## config.mk

```make
export PLATFORM = sky130hd
export DESIGN_NAME = lcut_ctrl
export DESIGN_NICKNAME = d
export VERILOG_FILES = /design/src/rtl/core/lcut_pkg.sv /design/src/rtl/core/lcut_ctrl.sv
export SDC_FILE = /design/constraint.sdc
export NUM_CORES = 1
export LEC_CHECK = 0
export BUFFER_PORTS_ARGS = -buffer_cell sky130_fd_sc_hd__buf_4
export CAP_MARGIN = 10
export CELL_PAD_IN_SITES_DETAIL_PLACEMENT = 1
export CELL_PAD_IN_SITES_GLOBAL_PLACEMENT = 1
export CORE_UTILIZATION = 30
export DETAILED_ROUTE_END_ITERATION = 10
export PLACE_DENSITY_LB_ADDON = 0.1
export SLEW_MARGIN = 20
export SYNTH_ARGS = -nofsm -noshare
export SYNTH_HDL_FRONTEND = slang
export SYNTH_SLANG_ARGS = --single-unit
```

## constraint.sdc

```tcl
create_clock -name clk -period 1.56 [get_ports clk]
set_input_delay 0 -clock clk [delete_from_list [all_inputs] [get_ports clk]]
set_output_delay 0 -clock clk [all_outputs]
set_load 0.05 [all_outputs]
```

## src/rtl/core/lcut_pkg.sv

```systemverilog
`timescale 1ns / 1ps
`default_nettype none

package lcut_pkg;

  // Default grid bounds
  localparam int DEF_MAX_ROWS = 64;
  localparam int DEF_MAX_COLS = 64;

  // Field and internal widths
  localparam int SIZE_W     = 7;   // num_rows / num_cols registers
  localparam int IDX_W      = 12;  // cell_index
  localparam int REQ_W      = 2;   // req_type
  localparam int LIN_W      = 14;  // linear index up to 127 * 127 cells
  localparam int COUNT_W    = 4;   // neighbour count, 0..8
  localparam int STEP_W     = 4;   // neighbour read step, 0..8
  localparam int IN_DATA_W  = 16;
  localparam int OUT_DATA_W = 8;
  localparam int CFG_IDX_W  = 1;

  // Configuration register indexes
  localparam logic [CFG_IDX_W-1:0] CFG_NUM_ROWS = 1'b0;
  localparam logic [CFG_IDX_W-1:0] CFG_NUM_COLS = 1'b1;

  // Request kinds
  localparam logic [REQ_W-1:0] REQ_WRITE  = 2'd0;
  localparam logic [REQ_W-1:0] REQ_UPDATE = 2'd1;
  localparam logic [REQ_W-1:0] REQ_READ   = 2'd2;
  localparam logic [REQ_W-1:0] REQ_COMMIT = 2'd3;

  // B3/S23 rule counts
  localparam logic [COUNT_W-1:0] SURVIVE_LO  = 4'd2;
  localparam logic [COUNT_W-1:0] BIRTH_COUNT = 4'd3;

  // Neighbour walk: nine reads in row-major order, centre in the middle
  localparam logic [STEP_W-1:0] CENTRE_STEP = 4'd4;
  localparam logic [STEP_W-1:0] LAST_STEP   = 4'd8;

  localparam logic [1:0] SEL_LO  = 2'd0;  // row above / column left
  localparam logic [1:0] SEL_MID = 2'd1;
  localparam logic [1:0] SEL_HI  = 2'd2;  // row below / column right

  function automatic logic [1:0] nbr_row(input logic [STEP_W-1:0] step);
    logic [1:0] sel;
    case (step)
      4'd0, 4'd1, 4'd2: sel = SEL_LO;
      4'd3, 4'd4, 4'd5: sel = SEL_MID;
      default:          sel = SEL_HI;
    endcase
    return sel;
  endfunction

  function automatic logic [1:0] nbr_col(input logic [STEP_W-1:0] step);
    logic [1:0] sel;
    case (step)
      4'd0, 4'd3, 4'd6: sel = SEL_LO;
      4'd1, 4'd4, 4'd7: sel = SEL_MID;
      default:          sel = SEL_HI;
    endcase
    return sel;
  endfunction

  // Controller to datapath
  typedef struct packed {
    logic clear;      // clearing pass write
    logic load;       // take the input item
    logic div_step;   // one bit of index / num_cols
    logic geo;        // register neighbour row bases and columns
    logic nbr_issue;  // one neighbour read
    logic rd_issue;   // read of the addressed cell
    logic finish;     // apply effects and load the result register
  } cmd_t;

  // Datapath to controller
  typedef struct packed {
    logic [REQ_W-1:0] req;
    logic             oor;
    logic             div_last;
    logic             step_last;
    logic             clr_last;
    logic             out_free;
  } status_t;

endpackage

`default_nettype wire

```

## src/rtl/core/lcut_ctrl.sv

```systemverilog
`timescale 1ns / 1ps
`default_nettype none

module lcut_ctrl (
  input  wire logic              clk,
  input  wire logic              rst_n,
  input  wire logic              in_tvalid,
  output logic                   in_tready,
  input  wire lcut_pkg::status_t st,
  output lcut_pkg::cmd_t         cmd
);

  import lcut_pkg::*;

  localparam logic [3:0] S_CLEAR = 4'd0;
  localparam logic [3:0] S_IDLE  = 4'd1;
  localparam logic [3:0] S_DISP  = 4'd2;
  localparam logic [3:0] S_DIV   = 4'd3;
  localparam logic [3:0] S_GEO   = 4'd4;
  localparam logic [3:0] S_NBR   = 4'd5;
  localparam logic [3:0] S_DRAIN = 4'd6;
  localparam logic [3:0] S_RD    = 4'd7;
  localparam logic [3:0] S_FIN   = 4'd8;

  logic [3:0] state_r, state_nxt;

  assign in_tready = (state_r == S_IDLE);

  // Sequencing of one item
  always_comb begin
    state_nxt = state_r;
    cmd       = '0;
    case (state_r)
      S_CLEAR: begin
        cmd.clear = 1'b1;
        if (st.clr_last) state_nxt = S_IDLE;
      end
      S_IDLE: begin
        if (in_tvalid) begin
          cmd.load  = 1'b1;
          state_nxt = S_DISP;
        end
      end
      S_DISP: begin
        if (st.oor || st.req == REQ_WRITE || st.req == REQ_COMMIT) begin
          state_nxt = S_FIN;
        end else if (st.req == REQ_READ) begin
          state_nxt = S_RD;
        end else begin
          state_nxt = S_DIV;
        end
      end
      S_DIV: begin
        cmd.div_step = 1'b1;
        if (st.div_last) state_nxt = S_GEO;
      end
      S_GEO: begin
        cmd.geo   = 1'b1;
        state_nxt = S_NBR;
      end
      S_NBR: begin
        cmd.nbr_issue = 1'b1;
        if (st.step_last) state_nxt = S_DRAIN;
      end
      S_DRAIN: begin
        state_nxt = S_FIN;
      end
      S_RD: begin
        cmd.rd_issue = 1'b1;
        state_nxt    = S_FIN;
      end
      S_FIN: begin
        if (st.out_free) begin
          cmd.finish = 1'b1;
          state_nxt  = S_IDLE;
        end
      end
      default: begin
        state_nxt = S_IDLE;
      end
    endcase
  end

  always_ff @(posedge clk) begin
    if (!rst_n) begin
      state_r <= S_CLEAR;
    end else begin
      state_r <= state_nxt;
    end
  end

  // An accepted item always goes to dispatch next
  a_accept_disp: assert property (@(posedge clk) disable iff (!rst_n)
    (in_tvalid && in_tready) |=> (state_r == S_DISP))
    else $error("accepted item did not reach dispatch");

  // The clearing pass runs once after reset only
  a_clear_once: assert property (@(posedge clk) disable iff (!rst_n)
    (state_r != S_CLEAR) |=> (state_r != S_CLEAR))
    else $error("clearing pass re-entered");

endmodule

`default_nettype wire

```

== Yosys cells after proc, flatten, opt, wreduce, memory -nomap -nowiden ==
Index checks and enable logic that the tools add are counted.

* Logic and storage cells: 39
* Bits in registers: 4
* Output and inout port bits: 8
* Input bits: 10

* Reductions and logical operators: 6
* Equality and inequality tests: 15
* Mux-type cells: 17

{| class="wikitable"
|+ Operators by type and width
! cell !! number
|-
| one-hot mux 4 bit (8 select lines) || 1
|-
| 2-to-1 mux 4 bit || 6
|-
| equality test 4 x 3 -> 1 bit (second input constant) || 4
|-
| != test 2 bit (second input constant) || 5
|-
| 2-to-1 mux 1 bit || 9
|-
| equality test 4 x 2 -> 1 bit (second input constant) || 2
|-
| AND reduction 5 bit || 1
|-
| equality test 2 bit (second input constant) || 2
|-
| equality test 4 x 1 -> 1 bit (second input constant) || 1
|-
| equality test 4 bit (second input constant) || 1
|-
| logical NOT 4 bit || 1
|-
| 2-to-1 mux 3 bit || 1
|-
| logical NOT 2 bit || 1
|-
| logical OR 1 bit || 2
|-
| OR reduction 2 bit || 1
|}

== Logic depth before layout (Yosys ltp) ==
* Word-level depth: 5
* Mapped depth: 4
* Gate-level depth less buffers: 3

== Worst setup path after synthesis ==
OpenSTA, ideal clock, no wires.

* Path type: flip-flop to output port
* From: reg state_r[1]
* To: out cmd[5] in the netlist's numbering
* Path buffers: 1
* Required time: 1560 ps
* Stages on the path, launching flop included: 4
* Data arrival time: 2243 ps
* Setup slack: -683 ps
* Cells stage by stage: dfxtp_1 clkbuf_1 nor3_1 and2_1

{| class="wikitable"
|+ RTL lines
! item !! RTL line !! source
|-
| start, declared || lcut_ctrl.sv:25 || <nowiki>logic [3:0] state_r, state_nxt;</nowiki>
|-
| start signal, assigned || lcut_ctrl.sv:88 || <nowiki>state_r <= state_nxt;</nowiki>
|-
| end, declared || lcut_ctrl.sv:10 || <nowiki>output lcut_pkg::cmd_t cmd</nowiki>
|}

== Worst setup path after layout ==
* From: reg state_r[2]
* To: reg state_r[2]

* Word-level cells in the longest chain between the ends: 3
* Elaborated cells between the ends (all ways): 17
* Those cells by class: eq/ne (13); mux (1); reduce/logical (3)

{| class="wikitable"
|+ RTL lines
! item !! RTL line !! source
|-
| equality test 4 x 3 -> 1 bit (tied with other cells) || lcut_ctrl.sv:33 || <nowiki>case (state_r)</nowiki>
|-
| OR reduction 2 bit (no source line) / != test 2 bit (equally long branches) || -- ||
|-
| one-hot mux 4 bit (8 select lines) / AND reduction 5 bit (equally long branches) || -- ||
|}

Parallel ways exist; a longest one is shown, timed or not.
A chain may end at the register's enable or synchronous reset.

==> metrics.txt <==
crit path max-delay cell type or4_4; Hold-fix buffers, CTS 0; Worst Max-Slew Pin Slew 402 ps; row cnt 12; vias in the first global route around 450; Crit path max-delay family simple AND/OR/NAND/NOR gates; Slew Viols, Final 0; Hold Crit Depth 3; critical path class flip-flop to flip-flop; largest register by flop count state_r; dpl cell area between 500 and 600 um^2; top cell type's share of synthesized area 0.203; Iteration-0 DRC Markers 6; port bufs 17; core footprint 0.00117 mm^2; cell count of the worst reg-to-reg path 3; syn avg cell area around 7.8 um^2; Final TNS setup 0 ps; Arr. time, crit path 1660 ps; n_diodes 0; CP peak stage delay 500 ps; clock power share 0.366; antenna violations before repair 0; CP Data Required Time about 1700 ps; Clock transition at path regs 40 ps; net switching power about 120 uW; Syn Inst Count between 50 and 60; Pwr per Cell Area 597 mW/mm^2; Initial Util 0.338; Fillers 157; Sink Count 4; EDFF count, synth 0; Post-Route WL 1.18 mm; DR WL/cell between 10 and 15 um; GRT Util Overall 0.192; Pint 245 uW; logic gate share of total power 0.325; predominant post-synthesis flop cell dfxtp_1; first-pass GRT wire length 1.90 mm; Final Worst Setup Slack 44.4 ps; routed via count 468; Critical Path End Type flip-flop; grt ovf 0; drt pass-1 iters 2; Buf+Inv Stages, Crit Path 0; die width 38.3 um; most frequent cells in the layout 23 x buf_4, 4 x nand2b_1, 4 x nor2_1, 4 x dfxtp_1; Tcrit/Tclk final 0.972; commonest non-fill, non-tap cell in the layout buf_4; post-synthesis sequential area ratio 0.203; Yosys cell types 32; final clock skew 0.773 ps; largest net degree at the start of global routing 10; TritonCTS clock tree yes; GPL Wtd Cong between 0.7 and 0.8; drt drc 0; Async SR Flop Fraction 0; Hold Crit Class input port to flip-flop; ANT nets after route 0; Cell Chain, Critical Path and4bb_1 > or4_4 > a221oi_2; Final HPWL DP 953 um; switching part of the total 0.330; Relative slew margins 0.728; Hold Fails Final Rpt 0; post-synth net total 61; area grow syn2layout 55.1%; Leak 0.252 nW; Largest regs state_r (4); IO Count 18; max reg flops 4; H-tree depth 1; cell taking the most area after synthesis dfxtp_1; Max VDD drop 0.000322 V; share of cells above drive strength 1 0.452; post-route minimum period 1520 ps; Seq pwr share 0.310; Crit path depth 3; height of the die approximately 38 um; clock tree buffer depth 2; Synth Register Bits 4; Peak Freq around 660 MHz; worst skew pair latency 240 ps; Worst setup SP type flip-flop; outcome complete, no violations; minimum hold slack around 34 ps; YS warnings 0; vias per inst 5.38; fin area 613 um^2; Setup Buffers After CTS 0; largest cells by area after synthesis dfxtp_1 20%, a221oi_2 7.6%, nand2b_1 6.3%; RSZ-0062 raised after global routing false; Placement Setup Slack between 40 and 50 ps; Max Cap Viol 0; CP max FO 9; Mapped Area 395 um^2; # setup viols final 0; CTS Buf Count 3; clock root cell clkbuf_4; die area 0.00147 mm^2; fin nets between 80 and 90
[path summary, 6_finish.rpt]
kind,from,end,slack [ps]
worst max register to register,state_r[2]$_SDFFE_PN0P_,state_r[2]$_SDFFE_PN0P_,40
worst max-delay path,state_r[2]$_SDFFE_PN0P_,state_r[2]$_SDFFE_PN0P_,40
worst min register to register,state_r[0]$_SDFFE_PN0P_,state_r[1]$_SDFFE_PN0P_,590
worst min-delay path,rst_n,state_r[3]$_SDFFE_PN0P_,30
[routing by layer]
metal | wire, um | vias up | part of all wire | global-route usage
li1 | - | 237 | - | -
met1 | 509 | 218 | 0.43 | 0.227
met2 | 613 | 11 | 0.52 | 0.335
met3 | 44 | 2 | 0.037 | 0.0349
met4 | 13 | 0 | 0.011 | 0.0804
met5 | 0 | - | 0 | 0
[kinds of logic (layout without fill, tap and decap cells)]
group | after synthesis | count (layout) | synth area share
simple gates | 30 | 30 | 0.484
compound gates | 10 | 10 | 0.212
buf+inv | 5 | 27 | 0.0538
flops | 4 | 4 | 0.203
xor+xnor | 1 | 1 | 0.0222
mux | 1 | 1 | 0.0253
[cell usage after synthesis, drive strengths merged (2+ instances only)]
| library cell | n |
|---|---|
| nand2b | 4 |
| or3 | 2 |
| nor3b | 2 |
| dfxtp | 4 |
| nor2 | 4 |
| or4 | 2 |
| nand2 | 2 |
| o21ai | 3 |
| a221oi | 3 |
| buf | 3 |
| nor3 | 4 |
[power by group through the flow]
| stage | Sequential, mW | Combinational, mW | Clock (mW) |
|---|---|---|---|
| 6_report | 0.114 | 0.119 | 0.134 |
| 5_1_grt | 0.114 | 0.129 | 0.142 |
| 4_1_cts | 0.113 | 0.119 | 0.138 |
| 3_5_place_dp | 0.115 | 0.118 | 0 |
| 3_3_place_gp | 0.116 | 0.118 | 0 |
| 2_1_floorplan | 0.111 | 0.0761 | 0 |
[repair_timing]
item                                    4_1_cts  5_1_grt
endpoints found under the setup margin        0        1
resized for setup                             0        1
hold endpoints to repair                      0        0
[final cells by class]
cell class                 instances  area, um^2  area share
clock buffer                       3        22.5      0.0367
inverter                           1        3.75     0.00612
multi-input combinational         42         317       0.516
sequential                         4        80.1       0.131
tap                               14        17.5      0.0286
timing repair buffer              23         173       0.282
[worst reg2reg max path: stages, from the launching register on]
cell and delay [ps]:
dfxtp_1 450, and4bb_1 240, or4_4 500, a221oi_2 250
[through the flow]
| step | total power [mW] | instances | util |
|---|---|---|---|
| final | 0.366 | 87 | 0.524 |
| after global routing | 0.385 | 87 | 0.524 |
| after CTS | 0.370 | 87 | 0.519 |
| after detailed placement | 0.233 | 84 | 0.500 |
| after global placement | 0.233 | 84 | 0.500 |
| after floorplan | 0.187 | 51 | - |
(Power assumes the default switching activity.)
